### src/hw/rtl/wssm_pkg.sv
// ----------------------------------------------------------------------------
// wssm_pkg
// Shared types and fixed constants of the weight-stationary systolic array.
// ----------------------------------------------------------------------------
package wssm_pkg;

    localparam int ELEM_BITS      = 8;
    localparam int ELEMS_PER_WORD = 4;
    localparam int WORD_BITS      = ELEM_BITS * ELEMS_PER_WORD;
    localparam int INDEX_BITS     = 6;
    localparam int KIND_BITS      = 2;
    localparam int IN_DATA_BITS   = 40;
    localparam int OUT_DATA_BITS  = 40;

    typedef enum logic [KIND_BITS-1:0] {
        KIND_LOAD_WEIGHTS = 2'd0,
        KIND_STREAM       = 2'd1,
        KIND_STORE        = 2'd2,
        KIND_NOP          = 2'd3
    } t_kind;

    typedef logic [ELEM_BITS-1:0] t_elem;

    typedef struct packed {
        logic  advance;
        logic  w_we;
        t_elem w_data;
    } t_pe_ctrl;

endpackage

### src/hw/rtl/wssm_deskew.sv
// ----------------------------------------------------------------------------
// wssm_deskew
// Output de-skew delay line for one column: shifts the bottom sum byte in on
// advance and presents the value the far stage takes this cycle.
// ----------------------------------------------------------------------------
module wssm_deskew #(
    parameter int DEPTH = 1
) (
    input  logic            i_clk,
    input  logic            i_rst_n,
    input  logic            i_advance,
    input  wssm_pkg::t_elem i_byte,
    output wssm_pkg::t_elem o_tap_next
);
    import wssm_pkg::*;

    t_elem r_stage [DEPTH];
    t_elem n_stage [DEPTH];

    always_comb begin
        n_stage[0] = i_advance ? i_byte : r_stage[0];
        for (int k = 1; k < DEPTH; k++) begin
            n_stage[k] = i_advance ? r_stage[k-1] : r_stage[k];
        end
    end

    always_ff @(posedge i_clk) begin
        if (!i_rst_n) begin
            for (int k = 0; k < DEPTH; k++) begin
                r_stage[k] <= '0;
            end
        end else begin
            for (int k = 0; k < DEPTH; k++) begin
                r_stage[k] <= n_stage[k];
            end
        end
    end

    assign o_tap_next = n_stage[DEPTH-1];

endmodule

### config.mk
export PLATFORM = sky130hd
export DESIGN_NAME = wssm_deskew
export DESIGN_NICKNAME = d
export VERILOG_FILES = /design/src/hw/rtl/wssm_pkg.sv /design/src/hw/rtl/wssm_deskew.sv
export SDC_FILE = /design/constraint.sdc
export NUM_CORES = 1
export LEC_CHECK = 0
export ABC_AREA = 1
export CAP_MARGIN = 20
export CORE_AREA = 2 2 39 41
export CTS_CLUSTER_SIZE = 28
export DETAILED_ROUTE_END_ITERATION = 8
export DIE_AREA = 0 0 41 43
export DONT_BUFFER_PORTS = 1
export GPL_TIMING_DRIVEN = 0
export PLACE_DENSITY = 0.44
export SYNTH_ARGS = -nofsm -noshare
export SYNTH_HDL_FRONTEND = slang
export SYNTH_SLANG_ARGS = --single-unit
### constraint.sdc
create_clock -name i_clk -period 0.8 [get_ports i_clk]
set_input_delay 0 -clock i_clk [delete_from_list [all_inputs] [get_ports i_clk]]
set_output_delay 0 -clock i_clk [all_outputs]
set_load 0.01 [all_outputs]
After elaboration in Yosys (flattened, before gate mapping)

Memories as Yosys holds them, arrays and structs flattened.
Index checks and enable logic that the tools add are counted.
Widths: inputs -> output; s select.

Logic and storage cells: 7
Input port bits: 11
Latch bits: 0
Memories kept: 1
Output and inout bits: 8
RAM bits: 8
Bits in registers: 0
Memory bits (read-only): 0

Memory list:

| name    | words | bits a word | rd ports | clocked after memory_dff | write ports | line              | source |
|---|---|---|---|---|---|---|---|
| r_stage | 1     | 8           | 1        | 0                        | 1           | wssm_deskew.sv:17 | `t_elem r_stage [DEPTH];` |

Equal/unequal tests: 0
$mul: 0
Shift operators: 0
Divide/modulo/power cells: 0
Muxes and demuxes: 5
Bitwise operators: 0
$add $sub $neg: 0
Reduce and logical (&&, ||, !) cells: 1
Magnitude comparators: 0

Operators by type and width:

| cell            | count |
|---|---|
| $mux 8          | 2 |
| $reduce_or 8->1 | 1 |
| $mux 1          | 3 |

Depth between registers and ports, before layout

Depth in word-level cells: 3
Gate-level depth with buffers: 5
Depth with buffers taken out: 4

Worst setup path before layout

OpenSTA, ideal clock, no wires.

Path kind: reg2reg
Start: memory r_stage[0][6] (netlist name)
End: memory r_stage[0][6] (netlist name)
Arrival time: 0.451 ns
Period minus slack after synthesis: 0.570 ns
Setup time: 0.119 ns
Path buffers: 0
Stages on the path, launching flop included: 5
Required time: 0.681 ns
Path slack: 0.230 ns
Cell sequence: dfxtp_1 > inv_1 > nand2_1 > nand2_1 > nor2_2

Cells in the longest elaborated chain, start to end: 3

RTL lines:

| what                    | line              | source |
|---|---|---|
| start, declared         | wssm_deskew.sv:17 |  |
| $mem_v2 1x8             | --                |  |
| $mux 8                  | wssm_deskew.sv:21 | `n_stage[0] = i_advance ? i_byte : r_stage[0];` |
| $mux 8 (no source line) | --                |  |

No other way between the ends.

Worst setup path after layout

Start: memory r_stage[0][7] (netlist name)
End: output o_tap_next[7]

Cells in the longest elaborated chain, start to end: 2

RTL lines:

| what          | line              | source |
|---|---|---|
| $mem_v2 1x8   | --                |  |
| $mux 8        | wssm_deskew.sv:21 |  |
| end, declared | wssm_deskew.sv:13 | `output wssm_pkg::t_elem o_tap_next` |

No other way between the ends.

==> metrics.md <==
| Metric | Value |
|---|---|
| Post-route clock period utilization | 0.973 |
| Hpwl dp | 494 microns |
| RSZ-0062 raised after global routing | yes |
| Port Buffers | 0 |
| Largest regs | r_stage: 8 flops |
| CTS tree | done |
| Root Buffer | clkbuf_4 |
| Commonest cells post-synth | inv_1 (25), nand2_1 (24), dfxtp_1 (8) |
| DR iter-0 viols | 3 |
| Latest clock arrival within the worst-skew pair | 0.25 ns |
| Post-CTS setup buffers | 0 |
| Residual DRC | 0 |
| Reg with most FFs | r_stage |
| Largest family of logic cells by synthesized area | simple AND/OR/NAND/NOR gates |
| Initial core utilization | 0.285 |
| Final Non-Filler Cells | 94 |
| Maximum operating frequency | 1280 MHz |
| Final Setup Violations | 0 |
| Simple-gate share of the synthesized area | 0.311 |
| DP Cell Count | between 80 and 90 |
| First-pass GRT wire length | roughly 1.1 mm |
| Largest cells by area after synthesis | dfxtp_1 (41%), inv_1 (24%), nand2_1 (23%) |
| Pint | 0.000675 W |
| Clk slew on worst S/H paths | 0.05 ns |
| Total CTS buffers | 3 |
| Logic pwr share | 0.205 |
| Final-report hold violation count | 0 |
| Post-Synth XOR/XNOR Area | 0 |
| R2R setup slack | between 0.15 and 0.2 ns |
| Wire per inst | between 7 and 8 microns |
| Pre-antenna DRT Iters | 2 |
| Sw Share | 0.269 |
| CP required | 0.80 ns |
| Clk buf depth | 2 |
| Post-route ant nets | 0 |
| Post-Route WL | ~710 microns |
| Post-Syn Area | 394 sq um |
| Final Util | 0.391 |
| Flops & latches, synth | 8 |
| Mean Syn Cell Area | 5.88 sq um |
| Clk network pwr share | 0.324 |
| Die area | 1760 sq um |
| Number of I/O pins | 19 |
| Total gr overflow | 0 |
| Slew HR | 0.820 |
| GRT Total Usage | 0.104 |
| Max-cap violations | 0 |
| Setup CP Type | flip-flop to primary output |
| Crit. End Element | primary output |
| Largest net degree at the start of global routing | 10 |
| Post-synth EDFFs | 0 |
| Ys async rst share | 0 |
| Worst Skew | 0 ns |
| Post-synth top area cell | dfxtp_1 |
| Synth Area in Adders | 0 |
| Met3 wire len | approximately 47 microns |
| Met2 wire len | 325 microns |
| Post-synthesis mux area share | 0 |
| Worst min-delay path class | input port to flip-flop |
| Worst-Margin Slew | roughly 0.27 ns |
| Vias/cell | about 3.8 |
| # H-tree levels | 1 |
| Number of diodes | 0 |
| YS warnings | 0 |
| Top_reg_cell synth | dfxtp_1 |
| Sequential-to-total area share from yosys stat | 0.406 |
| Net count after synthesis | 78 |
| Vias in the first global route | between 200 and 300 |
| Critical path fanouts, max | 2 |
| Min cycle time layout | roughly 0.78 ns |
| Static Leak | 0.318 nW |
| Top cell type's share of synthesized area | 0.406 |
| Status | finished, final reports clean |
| Gpl congestion | around 0.64 |
| Core Box Area | 1380 sq um |
| Max-slew violation count | 0 |
| TritonCTS Sinks | 8 |
| Data arrival time of the critical path | 0.78 ns |
| Antenna violations before repair | 0 |
| Rows | 14 |
| Max reg flops | 8 |
| Flop pwr share | 0.472 |
| Critical Path Start Type | flip-flop |
| Final hold slack | 0.0189 ns |
| Psw | 0.000249 W |
| Final nets | 91 |
| Cell variety after synth | 7 |
| WL met1 | between 300 and 400 microns |
| Power per cell area | 1710 nW/um^2 |
| Vias | around 360 |
| Most common cell in the netlist | inv_1 |
| Post-Syn Instances | 67 |
| Share of cells above drive strength 1 | 0.333 |
| Die height | 43 microns |
| Max Used Layer | met3 |
| Die Width | 41 microns |
| Synth Area in Compound Gates | 0 |
| Synth-to-Final Area Change | 37.1% |
| Max VDD drop | 1120 uV |
-- worst max-delay path, cell delays in order (launching register included) --
cell and delay (ns):
dfxtp_2 0.32, inv_2 0.02, nand2_1 0.07, nand2_2 0.06
inv_2 0.06
-- final timing paths --
check / startpoint / endpoint / cells past startpoint
max: r_stage[0][7] / o_tap_next[7] / 4
min: i_rst_n / r_stage[0][2] / 2
max reg2reg: r_stage[0][7] / r_stage[0][7] / 4
min reg2reg: r_stage[0][1] / r_stage[0][1] / 4
-- power by group through the flow --
stage | clock (W) | combinational (W) | sequential (W)
after CTS | 0.000320 | 0.000178 | 0.000433
after detailed placement | 0 | 0.000138 | 0.000441
after global placement | 0 | 0.000138 | 0.000441
after floorplan | 0 | 0.000118 | 0.000440
after global routing | 0.000346 | 0.000217 | 0.000437
final | 0.000299 | 0.000189 | 0.000436
-- layout by cell type (no fill, tap or decap) --
cell type,Yosys,final
inv_1,25,16
nand2_1,24,16
inv_2,0,9
nand2_2,0,8
dlygate4sd3_1,0,8
nor2_1,7,7
dfxtp_1,8,5
clkbuf_4,0,3
dfxtp_2,0,3
buf_6,1,1
inv_4,1,1
nor2_2,1,1
-- final cells by class --
class                           count  area (sq um)
Fill cell                         155           843
Multi-Input combinational cell     32           143
Timing Repair Buffer                8          80.1
Clock buffer                        3          22.5
Inverter                           26           100
Tap cell                           16          20.0
Buffer                              1          11.3
Sequential cell                     8           164
-- what timing repair did --
item	4_1_cts	5_1_grt
hold endpoints to repair	8	0
gates resized for setup	8	12
pin swaps	0	2
endpoints found under the setup margin	7	8
hold buffers	8	0
-- cell families (layout without fill, tap and decap cells) --
family,count (synthesis),count (layout)
flops,8,8
simple gates,32,32
buf+inv,27,38
-- layer usage --
| layer | vias up | global-route usage |
|---|---|---|
| met2 | 13 | 0.125 |
| met1 | 146 | 0.127 |
| met3 | 0 | 0.0785 |
| met4 | 0 | 0.0600 |
| li1 | 197 | - |
| met5 | - | 0 |
-- metrics by stage --
step	setup TNS, ns	instance area, sq um	worst slack (ns)	power [W]
floorplan	0	394	0.230	0.000559
detailed placement	0	414	0.194	0.000579
finish	0	541	0.0214	0.000923
global route	-0.264	541	-0.0445	0.00100
CTS	0	519	0.00138	0.000931
global placement	0	414	0.198	0.000579
(Power assumes the default switching activity.)
