## config.mk

```make
export PLATFORM = sky130hd
export DESIGN_NAME = wssm_pe
export DESIGN_NICKNAME = d
export VERILOG_FILES = /design/src/hw/rtl/wssm_pkg.sv /design/src/hw/rtl/wssm_pe.sv
export SDC_FILE = /design/constraint.sdc
export NUM_CORES = 1
export LEC_CHECK = 0
export ABC_AREA = 1
export BUFFER_PORTS_ARGS = -buffer_cell sky130_fd_sc_hd__buf_2
export CORE_MARGIN = 3
export CORE_UTILIZATION = 47
export CTS_CLUSTER_SIZE = 14
export DETAILED_ROUTE_END_ITERATION = 10
export GPL_TIMING_DRIVEN = 0
export MAX_ROUTING_LAYER = met4
export PLACE_DENSITY_LB_ADDON = 0.05
export SYNTH_ARGS = -nofsm -noshare
export SYNTH_HDL_FRONTEND = slang
export SYNTH_SLANG_ARGS = --single-unit
```

## constraint.sdc

```tcl
create_clock -name i_clk -period 8.3 [get_ports i_clk]
set_input_delay 0.83 -clock i_clk [delete_from_list [all_inputs] [get_ports i_clk]]
set_output_delay 0.83 -clock i_clk [all_outputs]
set_load 0.005 [all_outputs]
```

## src/hw/rtl/wssm_pkg.sv

```systemverilog
// ----------------------------------------------------------------------------
// wssm_pkg
// Shared types and fixed constants of the weight-stationary systolic array.
// ----------------------------------------------------------------------------
package wssm_pkg;

    localparam int ELEM_BITS      = 8;
    localparam int ELEMS_PER_WORD = 4;
    localparam int WORD_BITS      = ELEM_BITS * ELEMS_PER_WORD;
    localparam int INDEX_BITS     = 6;
    localparam int KIND_BITS      = 2;
    localparam int IN_DATA_BITS   = 40;
    localparam int OUT_DATA_BITS  = 40;

    typedef enum logic [KIND_BITS-1:0] {
        KIND_LOAD_WEIGHTS = 2'd0,
        KIND_STREAM       = 2'd1,
        KIND_STORE        = 2'd2,
        KIND_NOP          = 2'd3
    } t_kind;

    typedef logic [ELEM_BITS-1:0] t_elem;

    typedef struct packed {
        logic  advance;
        logic  w_we;
        t_elem w_data;
    } t_pe_ctrl;

endpackage

```

## src/hw/rtl/wssm_pe.sv

```systemverilog
// ----------------------------------------------------------------------------
// wssm_pe
// Processing element: stationary weight, activation hand-off to the right,
// signed multiply-add into the partial sum handed down.
// ----------------------------------------------------------------------------
module wssm_pe #(
    parameter int ACC_BITS = 32
) (
    input  logic                  i_clk,
    input  logic                  i_rst_n,
    input  wssm_pkg::t_pe_ctrl    i_ctrl,
    input  wssm_pkg::t_elem       i_act,
    input  logic [ACC_BITS-1:0]   i_psum,
    output wssm_pkg::t_elem       o_act,
    output logic [ACC_BITS-1:0]   o_psum,
    output logic [ACC_BITS-1:0]   o_psum_next
);
    import wssm_pkg::*;

    t_elem               r_w;
    t_elem               r_act;
    logic [ACC_BITS-1:0] r_psum;
    logic signed [2*ELEM_BITS-1:0] prod;
    logic [ACC_BITS-1:0] n_psum;

    always_comb begin
        prod   = (2*ELEM_BITS)'($signed(i_act)) * (2*ELEM_BITS)'($signed(r_w));
        n_psum = i_psum + ACC_BITS'($signed(prod));
    end

    always_ff @(posedge i_clk) begin
        if (!i_rst_n) begin
            r_w    <= '0;
            r_act  <= '0;
            r_psum <= '0;
        end else begin
            if (i_ctrl.w_we) begin
                r_w <= i_ctrl.w_data;
            end
            if (i_ctrl.advance) begin
                r_act  <= i_act;
                r_psum <= n_psum;
            end
        end
    end

    assign o_act       = r_act;
    assign o_psum      = r_psum;
    assign o_psum_next = n_psum;

endmodule

```

# --- Word-level counts from Yosys, hierarchy flattened ---
# Index checks and enable logic that the tools add are counted.
op_classes:
  n_mux: 0
  shift: 0
  n_reduce_logical: 0
  eq_ne: 0
  addsub: 1
  bitwise_logic: 0
  n_mul: 1
  order_cmp: 0
  div: 0
ops:
  columns: ["operator", "n"]
  rows:
  - ["adder 32 bit", 1]
  - ["multiplier 8 x 8 -> 16 bit", 1]
word_totals:
  in_bits: 52
  ff_bits: 48
  rom_bits: 0
  word_cells: 5
  latchBits: 0
  ram_bits: 0
  n_memories: 0

# --- Longest topological paths before layout ---
depth:
  ltp_word: 2
  depth_mapped: 36

# --- Worst setup path before layout ---
# No wires, ideal clock.
synth_path:
  path_type: "input -> output"
  start: "in i_act[7]"
  end: "out o_psum_next[30]"
  path_slack_ns: 1.493
  path_buffers: 1
  t_arrival_ns: 5.977
  cell_stages: 27
  path_cell_list: "clkbuf_1 -> nand2_1 -> inv_1 -> fa_1 -> inv_1 -> fa_1 -> inv_1 -> fa_1 -> inv_1 -> fa_1 -> inv_1 -> ha_1 -> nand2_1 -> nor2_1 -> nand3_1 -> inv_1 -> nor2_1 -> nand3_1 -> nand2_1 -> ha_1 -> a21oi_1 -> o21ai_0 -> a21oi_1 -> inv_1 -> a21oi_1 -> nand3_1 -> nand2_1"
synth_between:
  elab_chain_len: 2
synth_rtl:
  columns: ["element", "line_no", "source"]
  rows:
  - ["start: declaration", "wssm_pe.sv:12", "input wssm_pkg::t_elem i_act,"]
  - ["multiplier 8 x 8 -> 16 bit", "wssm_pe.sv:27", "prod = (2*ELEM_BITS)'($signed(i_act)) * (2*ELEM_BITS)'($signed(r_w));"]
  - ["adder 32 bit", "wssm_pe.sv:28", "n_psum = i_psum + ACC_BITS'($signed(prod));"]
  - ["end: declaration", "wssm_pe.sv:16", "output logic [ACC_BITS-1:0] o_psum_next"]
# Every way passes these cells.

# --- Worst setup path after layout ---
layout_path:
  start: "in i_act[7]"
  end: "out o_psum_next[21]"
# Same word-level chain as after synthesis.

==> impl_metrics.yaml <==
floorplanning:
  io_pins: 124
  die_h_um: 124
  start_util_pct: 49.0
  die_w_um: 124
  coreArea_sq_um: 13500
  rows: 42
  die-area_sq_um: 15500
layout:
  stdcell_count: 1335
  fin_nets: 1328
  final_layout_size_suffix_gt1_share_pct: 11.8
  fin_area_sq_um: 7580
  fill_cells: 1436
  layout_common_cells: "inv_1, nand2_1, nor2_1"
  layout_commonest_cell: "inv_1"
  multiInputGateArea_sq_um: 4560
  n_antenna_cell: 0
  area_growth_syn_to_layout_pct: 15.0
  area.sequential_sq_um: 961
clock_tree:
  clk_path_buf_depth: 2
  cts.clk_slew.worst_paths_ns: 0.07
  h-tree-depth: 2
  clkSinkCount: 48
  clkLatencyLatePin_ns: 0.30
  cts-root-buf: "clkbuf_16"
  cts_hold_buf: 0
  cts_tree: "done"
  cts_buffers: 5
power_and_ir_drop:
  power.density_nw_per_um2: 350
  ir_worst_vdd_mv: 0.188
  p_seq_share_pct: 11.7
  leakagePower_nw: 4.68
  swShare_pct: 54.1
  p_switching_mw: 1.44
  internal_power_mw: 1.22
  p_clk_share_pct: 10.5
  combPwrFrac_pct: 77.8
timing:
  max_freq_mhz: 130
  slew_viol_final: 0
  hold_viol_final: 0
  setup_viol: 0
  rsz0062_at_grt: "false"
  fin_setup_tns_ns: 0
  finalCritPeriodShare_pct: 92.8
  slew_headroom_pct: 59.9
  finalCriticalPeriod_ns: 7.71
  finalClockSkew_ns: 0.00791
  tightest_slew_ns: 0.602
outcome:
  status: "finished clean"
logic_synthesis:
  synth_area_leaders: "fa_1, dfxtp_1, inv_1"
  syn_nets: 1207
  yosysTopAreaCell: "fa_1"
  syn-cell-area_sq_um: 6590
  synth_top_area_share_pct: 17.0
  ys_types: 37
  yosysSeqAreaShare_pct: 14.6
  syn_inst: 1037
  ys_seq_elements: 48
  yosys_warnings: 0
  synth.avg_cell_area_sq_um: 6.36
route:
  first_pass_iters: 5
  drc_errors: 0
  wire_per_inst_um: 13.1
  initialDrtViolationCount: 367
  vias_per_cell: 4.83
  ant_nets: 0
  wl_um: 17500
  vias: 6446
global_routing:
  grt_overflow: 0
  grt_usage_pct: 23.7
  antenna_found_initial: 0
  grt_pass1_vias: 6313
  grt_max_degree: 18
  grt_pass1_wl_um: 29900
run:
  cap_violations: 0
critical_path:
  cp.required_ns: 7.47
  cp_max_fo: 17
  reg2regPathDepth: 30
  path_class: "in -> out"
  cp-start-kind: "primary input"
  end_kind: "primary output"
  cp.arrival_ns: 6.88
place:
  placed_cells: 1327
  dp_hpwl_um: 14900
  gp_congestion: 0.914
  placed_area_sq_um: 7380
  io_buffers: 114
worst_hold_path:
  hold-path-cell-count: 2
  hold_path.class: "reg -> reg"
metrics by stage:
step                      power (mW)  setup WS [ns]  hold WS (ns)  util, %
after floorplan                 1.69           1.49         0.472        -
after global placement          2.37          0.293         0.464     54.9
after detailed placement        2.38          0.235         0.471     54.9
after CTS                       2.67          0.212         0.487     56.3
after global routing            2.97          0.138         0.509     56.4
final                           2.66          0.594         0.488     56.4
cell usage after synthesis (all sizes together):
| master | instances |
|---|---|
| a21boi | 4 |
| a21o | 1 |
| a21oi | 44 |
| a31oi | 1 |
| and3 | 1 |
| buf | 1 |
| clkbuf | 26 |
| clkinv | 2 |
| dfxtp | 48 |
| dlygate4sd1 | 1 |
| fa | 56 |
| ha | 62 |
| inv | 252 |
| nand2 | 235 |
| nand2b | 1 |
| nand3 | 40 |
| nand3b | 1 |
| nand4 | 11 |
| nor2 | 146 |
| nor3 | 7 |
| nor4 | 2 |
| o211ai | 4 |
| o21a | 1 |
| o21ai | 57 |
| o21bai | 6 |
| or2 | 2 |
| xnor2 | 5 |
| xor2 | 20 |
registers in the layout, indices dropped and copies added, names as in the netlist:
register / cells
r_w: 8
o_act: 8
o_psum: 32
power groups by stage:
stage	Combinational [mW]	Sequential (mW)	Clock, mW
final	2.07	0.310	0.279
after global routing	2.36	0.316	0.291
after CTS	2.07	0.311	0.284
after detailed placement	2.06	0.315	0
after global placement	2.05	0.313	0
after floorplan	1.37	0.319	0
area by class of cell:
class	instances	share of cell area [%]
repair buffers	114	7.53
inverters	254	12.6
multi-input cells	707	60.1
clock buffers	5	1.65
plain buffers	28	1.65
flip-flops and latches	48	12.7
well taps	176	2.90
clock inverters	3	0.908
routing by layer:
layer	global-route usage, %	vias up	share of wire [%]	wire (um)
li1	-	3356	-	-
met1	33.3	2923	50	8750
met2	36.8	154	43	7530
met3	4.20	13	5.9	1030
met4	3.55	0	0.97	170
met5	-	-	0	0
repair_timing:
| item | in CTS | in global routing |
|---|---|---|
| setup buffers | 0 | 0 |
| gates resized for setup | 0 | 3 |
| setup endpoints to repair | 0 | 12 |
kinds of logic after synthesis:
kind of cell	Yosys count	share of synthesized area (%)
fa+ha+maj	118	28.8
xor+xnor	25	3.32
flops	48	14.6
simple gates	446	27.2
compound gates	118	9.81
buf+inv	282	16.3
worst paths after layout:
check	from	end	slack, ns
worst min register to register	o_psum[13]	o_psum[13]	0.49
worst max register to register	r_w[2]	o_psum[28]	1.81
worst max-delay path	i_act[7]	o_psum_next[21]	0.59
worst min-delay path	o_psum[13]	o_psum[13]	0.49
worst max-delay path, stage by stage:
cell and delay, ns:
clkbuf_2 0.21, nand2_1 0.18, inv_1 0.11, fa_1 0.60, inv_1 0.15, fa_1 0.55, inv_1 0.06, fa_1 0.52
inv_1 0.05, fa_1 0.53, inv_1 0.04, ha_1 0.35, nand2_1 0.09, nor2_1 0.14, nand3_1 0.15, inv_1 0.08
nor2_1 0.05, nand3_1 0.09, nand2_2 0.26, ha_1 0.47, nand2_1 0.14, nor2_1 0.05, nor2_1 0.21, nor2_1 0.06
nor2_1 0.21, nand3_1 0.17, xor2_1 0.31, buf_2 0.18
No activity file was read; power rests on OpenSTA's default activity.
