===== src/hw/rtl/wssm_pkg.sv =====
// ----------------------------------------------------------------------------
// wssm_pkg
// Shared types and fixed constants of the weight-stationary systolic array.
// ----------------------------------------------------------------------------
package wssm_pkg;

    localparam int ELEM_BITS      = 8;
    localparam int ELEMS_PER_WORD = 4;
    localparam int WORD_BITS      = ELEM_BITS * ELEMS_PER_WORD;
    localparam int INDEX_BITS     = 6;
    localparam int KIND_BITS      = 2;
    localparam int IN_DATA_BITS   = 40;
    localparam int OUT_DATA_BITS  = 40;

    typedef enum logic [KIND_BITS-1:0] {
        KIND_LOAD_WEIGHTS = 2'd0,
        KIND_STREAM       = 2'd1,
        KIND_STORE        = 2'd2,
        KIND_NOP          = 2'd3
    } t_kind;

    typedef logic [ELEM_BITS-1:0] t_elem;

    typedef struct packed {
        logic  advance;
        logic  w_we;
        t_elem w_data;
    } t_pe_ctrl;

endpackage


===== src/hw/rtl/wssm_skew_row.sv =====
// ----------------------------------------------------------------------------
// wssm_skew_row
// One row of the input skew buffer: single write position, shift right on
// advance with the first column held, tap at the last column.
// ----------------------------------------------------------------------------
module wssm_skew_row #(
    parameter int ARRAY_DIM = 8,
    parameter int WR_COL    = 0
) (
    input  logic            i_clk,
    input  logic            i_rst_n,
    input  logic            i_we,
    input  wssm_pkg::t_elem i_data,
    input  logic            i_advance,
    output wssm_pkg::t_elem o_tap
);
    import wssm_pkg::*;

    t_elem r_row [ARRAY_DIM];
    t_elem merged [ARRAY_DIM];
    t_elem n_row [ARRAY_DIM];

    always_comb begin
        for (int c = 0; c < ARRAY_DIM; c++) begin
            merged[c] = (i_we && c == WR_COL) ? i_data : r_row[c];
        end
        n_row[0] = merged[0];
        for (int c = 1; c < ARRAY_DIM; c++) begin
            n_row[c] = i_advance ? merged[c-1] : merged[c];
        end
    end

    always_ff @(posedge i_clk) begin
        if (!i_rst_n) begin
            for (int c = 0; c < ARRAY_DIM; c++) begin
                r_row[c] <= '0;
            end
        end else begin
            for (int c = 0; c < ARRAY_DIM; c++) begin
                r_row[c] <= n_row[c];
            end
        end
    end

    assign o_tap = merged[ARRAY_DIM-1];

endmodule


===== config.mk =====
export PLATFORM = sky130hd
export DESIGN_NAME = wssm_skew_row
export DESIGN_NICKNAME = d
export VERILOG_FILES = /design/src/hw/rtl/wssm_pkg.sv /design/src/hw/rtl/wssm_skew_row.sv
export SDC_FILE = /design/constraint.sdc
export NUM_CORES = 1
export LEC_CHECK = 0
export BUFFER_PORTS_ARGS = -buffer_cell sky130_fd_sc_hd__buf_4
export CAP_MARGIN = 40
export CORE_AREA = 2 2 50 99
export CTS_BUF_LIST = sky130_fd_sc_hd__clkbuf_8
export DETAILED_ROUTE_END_ITERATION = 8
export DIE_AREA = 0 0 52 101
export PLACE_DENSITY_LB_ADDON = 0.3
export SLEW_MARGIN = 20
export SYNTH_ARGS = -nofsm -noshare
export SYNTH_HDL_FRONTEND = slang
export SYNTH_SLANG_ARGS = --single-unit

===== constraint.sdc =====
create_clock -name i_clk -period 1.7 [get_ports i_clk]
set_input_delay 0.085 -clock i_clk [delete_from_list [all_inputs] [get_ports i_clk]]
set_output_delay 0.085 -clock i_clk [all_outputs]
set_load 0.02 [all_outputs]

Word level (Yosys, flattened, before mapping) --
Memory sizes are Yosys's and may differ from the RTL's. Cells that the tools add are included.
Operators by class: multiplexer cells 18, bitwise gates (word level) 8
Operators with widths (count):
- two-way mux 8 bit | 16
- bitwise OR 1 bit | 8
- two-way mux 1 bit | 2
Storage, ports and cells: RAM bits 64, memories 1, word-level logic and storage cells 27, bits in registers 0, output and inout port bits 8, bits of input ports 12
Memories:
- r_row | depth 8, width 8, rd ports 8, clocked after Yosys merged registers in 0, wr ports 8, RTL line wssm_skew_row.sv:19 | t_elem r_row [ARRAY_DIM];

Longest topological paths before layout --
Gate-level depths: netlist of run 1.
depth in word-level cells 3, depth in mapped cells 4, gate-level depth less buffers 2

Worst setup path after synthesis of run 1 --
Ideal clock, no wire load.
kind input -> register, start point input port i_advance, end point memory r_row[0][16] in the netlist's numbering, setup time 116 ps, cell stages on the path 4, setup slack 974 ps, data arrival time 610 ps, required time 1584 ps, path buffers 2, cell sequence buf_6 -> buf_12 -> mux2i_1 -> nor2b_1
RTL lines:
- from (decl) | RTL line wssm_skew_row.sv:14 | input logic i_advance,
- to (decl) | RTL line wssm_skew_row.sv:19

==> results of run 1 <==
## report_power, final
| group | internal, mW | total [mW] | leakage, nW | switching (mW) |
|---|---|---|---|---|
| clock network | 0.784 | 1.29 | 0.108 | 0.502 |
| logic | 0.0932 | 0.177 | 0.518 | 0.0835 |
| registers | 1.54 | 1.56 | 0.520 | 0.0178 |
## worst max-delay path by stage
stage                                   start                        end  slack [ns]  cells after the start
floorplan                           i_advance  r_row[0][16]$_SDFFE_PN0P_        0.97                      4
finish              r_row[1][29]$_SDFFE_PN0P_                   o_tap[5]        0.81                      1
global route        r_row[1][29]$_SDFFE_PN0P_                   o_tap[5]        0.76                      1
global placement                    i_advance  r_row[0][25]$_SDFFE_PN0P_        0.69                      4
detailed placement                  i_advance  r_row[0][22]$_SDFFE_PN0P_        0.66                      4
CTS                 r_row[1][25]$_SDFFE_PN0P_                   o_tap[1]        0.79                      1
## area by class of cell
class | count | area, um^2
clock buffer | 12 | 165
clock inverter | 3 | 40.0
fill | 389 | 1780
multi-input combinational | 128 | 991
sequential | 64 | 1280
tap | 55 | 68.8
timing repair buffer | 21 | 183
## per-layer routing
layer | track usage [%] | part of all wire [%]
met1 | 18.0 | 41
met2 | 28.1 | 56
met3 | 4.01 | 2.0
met4 | 7.89 | 1.4
met5 | 0 | 0
## logic make-up after synthesis
kind of cell | after synthesis
buffers and inverters | 23
flip-flops | 64
AO/OA/AOI/OAI | 16
multiplexers | 56
AND/OR/NAND/NOR | 56
## stage by stage
step	area (um^2)	util, %	instances
final	2730	60.5	283
after global routing	2730	60.5	283
after CTS	2730	60.5	283
after detailed placement	2520	56.0	268
after global placement	2520	56.0	268
after floorplan	2480	-	215
## layout by cell type, fill, tap and decap left out
master / instances
o21ai_1: 5
bufinv_16: 1
a21oi_1: 8
nor2b_1: 56
clkinv_2: 2
buf_4: 19
clkbuf_8: 12
dfxtp_1: 64
mux2i_1: 56
o21ai_0: 3
buf_12: 2
==> results.toml, run 1 <==
[outcome]
status = "finished, final reports clean"

[worst_hold_path]
hold_path_class = "input port to flip-flop"
min_to = "r_row[0][1]$_SDFF_PN0_"
hold_path_startpoint = "i_data[1]"
whs_path_depth = 3

[route]
ant_nets = 0
wl_um = 3530
vias = 1380
vias_per_cell = 4.88
drt_iter0_markers = 7
drt_first_pass_iters = 4
drc = 0
routedWlPerCell_um = 12.5

[clocking]
clk_transition_reported_paths_ns = 0.06
clockBufferDepth = 2
post_cts_buffers = 0
cts_resized = 0
hold_buffers = 0
cts_root_buf = "clkbuf_8"
htreeDepth = 3
cts_sinks = 64
insertion_delay_ns = 0.32
cts_tree = "done"
numCtsBuffers = 9

[synth]
synthTopCellsByArea = "dfxtp_1, mux2i_1, nor2b_1"
synth_fa_ha_area_share_pct = 0
synth_cell_types = 12
yosysTopAreaCellShare_pct = 51.7
synth-compound-area-share_pct = 3.23
synth_most_common_cell = "dfxtp_1"
ys_warn_count = 0
yosysTopAreaCell = "dfxtp_1"
synth_xor_xnor_area_share_pct = 0
async_reset_ff_share_pct = 0
synth_top_family_by_area = "multiplexers"
synth_commonest_cells = "dfxtp_1, mux2i_1, nor2b_1"
synthCells = 215
synthSimpleGateAreaFrac_pct = 14.1
synth-seq-cells = 64
synth_ff_type = "dfxtp_1"
synth-edff-count = 0
synth_area_um2 = 2480
synth.area.mux_share_pct = 22.6
syn_nets = 227
yosysSeqAreaShare_pct = 51.7
syn_avg_cell_area_um2 = 11.5

[global_routing]
grt_antenna_before_repair = 0
grt_usage_pct = 16.3
grt-ovfl-total = 0
grt_pass1_vias = 1500
grt_pass1_wl_um = 6450
grt_max_degree = 65

[floorplanning]
die_width_um = 52
fp.dieH_um = 101
initial_utilization_pct = 55.0
core_area_um2 = 4510
rows = 35
dieArea_um2 = 5250
ios = 20

[timing]
max_freq_mhz = 1120
hold_violations = 0
skew_ns = 0.00604
setup_viol = 0
grt_setup_unrepaired = "no"
setup_ws_ns = 0.806
min_period_ns = 0.894
slew_viol_final = 0
whs_ns = 0.0671
relSlewSlack_pct = 69.4
tightest_slew_ns = 0.459
setup_total_negative_slack_ns = 0
fin_crit_sh_pct = 52.6

[worst_setup_path]
worstPathRequired_ns = 1.62
critPathTopFamily = "flip-flops"
endpoint_kind = "primary output"
regToRegStartpoint = "r_row[0][0]$_SDFF_PN0_"
r2r_setup_slack_ns = 0.90
critical_path.cell_chain = "buf_4"
crit_arrival_ns = 0.81
timing.rr.end = "r_row[0][8]$_SDFFE_PN0P_"
crit_path_start_kind = "flip-flop"
critPathBufInv = 1
slowest_stage = "dfxtp_1"
critPathMaxFanout = 2
path_class = "flip-flop to primary output"
r2r_cells = 2
slowest_delay_ns = 0.34

[flow_run]
drv_cap = 0

[pwr]
p_leak_nw = 1.15
peakVddDrop_v = 0.000753
cellPowerDensity_nw_per_um2 = 1110
finalPower_mw = 3.02

[finish]
finalNetCount = 236
diodes = 0
largest_reg_flops = 64
top_register = "r_row"
drive_gt1_share_pct = 15.8
synthToLayoutAreaGrowth_pct = 10.0
largestRegisters = "r_row (64)"

[placement]
io_buffers = 19
place_congestion = 0.693
hpwl_um = 2310
place_ws_ns = 0.664
Power figures use the tool's default switching activity.
==> run 2, diff against run 1 <==
--- a/config.mk
+++ b/config.mk
@@ -5,12 +5,13 @@
 export SDC_FILE = /design/constraint.sdc
 export NUM_CORES = 1
 export LEC_CHECK = 0
+export ABC_AREA = 1
 export BUFFER_PORTS_ARGS = -buffer_cell sky130_fd_sc_hd__buf_4
 export CAP_MARGIN = 40
-export CORE_AREA = 2 2 50 99
+export CORE_AREA = 2 2 49 97
 export CTS_BUF_LIST = sky130_fd_sc_hd__clkbuf_8
 export DETAILED_ROUTE_END_ITERATION = 8
-export DIE_AREA = 0 0 52 101
+export DIE_AREA = 0 0 51 99
 export PLACE_DENSITY_LB_ADDON = 0.3
 export SLEW_MARGIN = 20
 export SYNTH_ARGS = -nofsm -noshare
==> constraint.sdc (replaced) <==
create_clock -name i_clk -period 0.93 [get_ports i_clk]
set_input_delay 0.0465 -clock i_clk [delete_from_list [all_inputs] [get_ports i_clk]]
set_output_delay 0.0465 -clock i_clk [all_outputs]
set_load 0.02 [all_outputs]
==> results.toml, run 2 <==
[synth]
synth_ff_type = "dfxtp_1"
yosysTopAreaCell = "dfxtp_1"
syn_avg_cell_area_um2 = 7.85
synthTopCellsByArea = "dfxtp_1, nor2_1, o21ai_0"
synth_area_um2 = 2370
async_reset_ff_share_pct = 0
yosysSeqAreaShare_pct = 54.1
synth_cell_types = 16
ys_warn_count = 0
syn_nets = 314
synth-edff-count = 0
synth_most_common_cell = "nor2_1"
synth_commonest_cells = "nor2_1, dfxtp_1, o21ai_0"
yosysTopAreaCellShare_pct = 54.1
synthCells = 302
synth-seq-cells = 64

[route]
wl_um = 4020
drt_iter0_markers = 36
ant_nets = 0
vias_per_cell = 4.81
drc = 0
vias = 1834
drt_first_pass_iters = 4
routedWlPerCell_um = 10.6

[floorplanning]
rows = 34
ios = 20
dieArea_um2 = 5050
fp.dieH_um = 99
die_width_um = 51
initial_utilization_pct = 55.2
core_area_um2 = 4300

[finish]
final_common_cell = "nor2_1"
largest_reg_flops = 64
top_register = "r_row"
finalNetCount = 334
synthToLayoutAreaGrowth_pct = 18.6
largestRegisters = "r_row (64)"
final_cell_mix = "nor2_1, dfxtp_1, o21ai_0"
finalNonFillerCells = 381
fill_cells = 373
drive_gt1_share_pct = 16.5
diodes = 0

[worst_setup_path]
regToRegStartpoint = "r_row[1][10]$_SDFFE_PN0P_"
crit_start = "r_row[1][25]$_SDFFE_PN0P_"
crit_path_start_kind = "flip-flop"
r2r_cells = 2
critical_path.cell_chain = "buf_4"
crit_cells = 1
slowest_stage = "dfxtp_1"
critPathTopFamily = "flip-flops"
worstPathRequired_ns = 0.88
critPathMaxFanout = 2
endpoint_kind = "primary output"
slowest_delay_ns = 0.34
path_class = "flip-flop to primary output"
critPathBufInv = 1
crit_arrival_ns = 0.81

[worst_hold_path]
whs_path_depth = 3
hold_path_startpoint = "i_we"
hold_path_class = "input port to flip-flop"

[timing]
min_period_ns = 0.857
max_freq_mhz = 1170
skew_ns = 0.00557
setup_total_negative_slack_ns = 0
slew_viol_final = 0
fin_crit_sh_pct = 92.1
hold_violations = 0
setup_viol = 0
tightest_slew_ns = 0.252
relSlewSlack_pct = 83.0
grt_setup_unrepaired = "no"
whs_ns = 0.0385
setup_ws_ns = 0.0734

[global_routing]
grt_usage_pct = 19.0
grt_antenna_before_repair = 0
grt_max_degree = 32
grt_pass1_wl_um = 7180
grt_pass1_vias = 1683
grt-ovfl-total = 0

[placement]
io_buffers = 19
placed_cells = 357
hpwl_um = 2430
place_ws_ns = 0.157
place_congestion = 0.703

[pwr]
swShare_pct = 22.1
p_seq_share_pct = 47.3
p_clk_share_pct = 43.8
combPwrFrac_pct = 8.8
p_leak_nw = 1.28
p_int_mw = 4.92
power.switching_mw = 1.40
peakVddDrop_v = 0.00236
cellPowerDensity_nw_per_um2 = 2250

[clocking]
htreeDepth = 3
insertion_delay_ns = 0.33
clk_transition_reported_paths_ns = 0.07
numCtsBuffers = 9
cts_root_buf = "clkbuf_8"
cts_sinks = 64
cts_tree = "done"
clockBufferDepth = 2

[flow_run]
drv_cap = 0

[outcome]
status = "finished, final reports clean"
-- run 2: changes by cell type after synthesis, moves of 8 or more --
cell,before,now
o21ai_0,3,44
nand2_1,0,24
nor2b_1,56,0
nand3_1,0,8
nor2_2,0,10
nor2_1,0,102
inv_1,0,10
mux2i_1,56,0
-- run 2: final timing paths --
| path | end | slack, ns |
|---|---|---|
| setup / recovery | o_tap[1] | 0.07 |
| hold / removal | r_row[0][0]$_SDFF_PN0_ | 0.04 |
| setup reg to reg | r_row[1][10]$_SDFFE_PN0P_ | 0.19 |
| hold reg to reg | r_row[0][4]$_SDFF_PN0_ | 0.47 |
-- run 2: metrics by stage --
stage,total power [mW],instance area [um^2],utilization [%]
6_report,6.32,2810,65.4
5_1_grt,6.60,2810,65.4
4_1_cts,6.40,2810,65.4
3_5_place_dp,3.58,2500,58.1
2_1_floorplan,3.46,2370,-
3_3_place_gp,3.57,2500,58.1
-- run 2: final cells by class --
type	instances	area, um^2	area share [%]
sequential	64	1280	45.6
multi-input combinational	200	856	30.4
timing repair buffer	36	328	11.7
clock buffer	9	124	4.41
clock inverter	7	111	3.96
tap	54	67.6	2.40
inverter	11	43.8	1.56
-- run 2: repair_timing --
| action | 4_1_cts | 5_1_grt |
|---|---|---|
| buffers inserted | 0 | 0 |
| gates resized for setup | 0 | 0 |
| endpoints found under the setup margin | 0 | 0 |
| hold endpoints to repair | 8 | 0 |
| hold buffers | 8 | 0 |
-- run 2: kinds of logic (layout without fill, tap and decap cells) --
| kind of cell | Yosys count | count (layout) | synth area share, % |
|---|---|---|---|
| flip-flops | 64 | 64 | 54.1 |
| AND/OR/NAND/NOR | 144 | 144 | 24.3 |
| AO/OA/AOI/OAI | 56 | 56 | 11.8 |
| buffers and inverters | 38 | 63 | 9.82 |
-- run 2: layer usage --
layer  up-vias  wire length, um  track usage, %  share of wire [%]
li1        980                -               -                  -
met1       824             1820            21.8                 45
met2        28             2020            30.2                 50
met3         2              146            7.12                3.6
met4         0               31            9.98               0.77
met5         -                0               0                  0
-- run 2: power groups by stage --
stage               Combinational (mW)  Sequential, mW  Clock [mW]
floorplan                        0.424            3.03           0
global placement                 0.517            3.05           0
detailed placement               0.530            3.05           0
CTS                              0.563            2.99        2.84
global route                     0.645            3.01        2.95
finish                           0.559            2.99        2.77
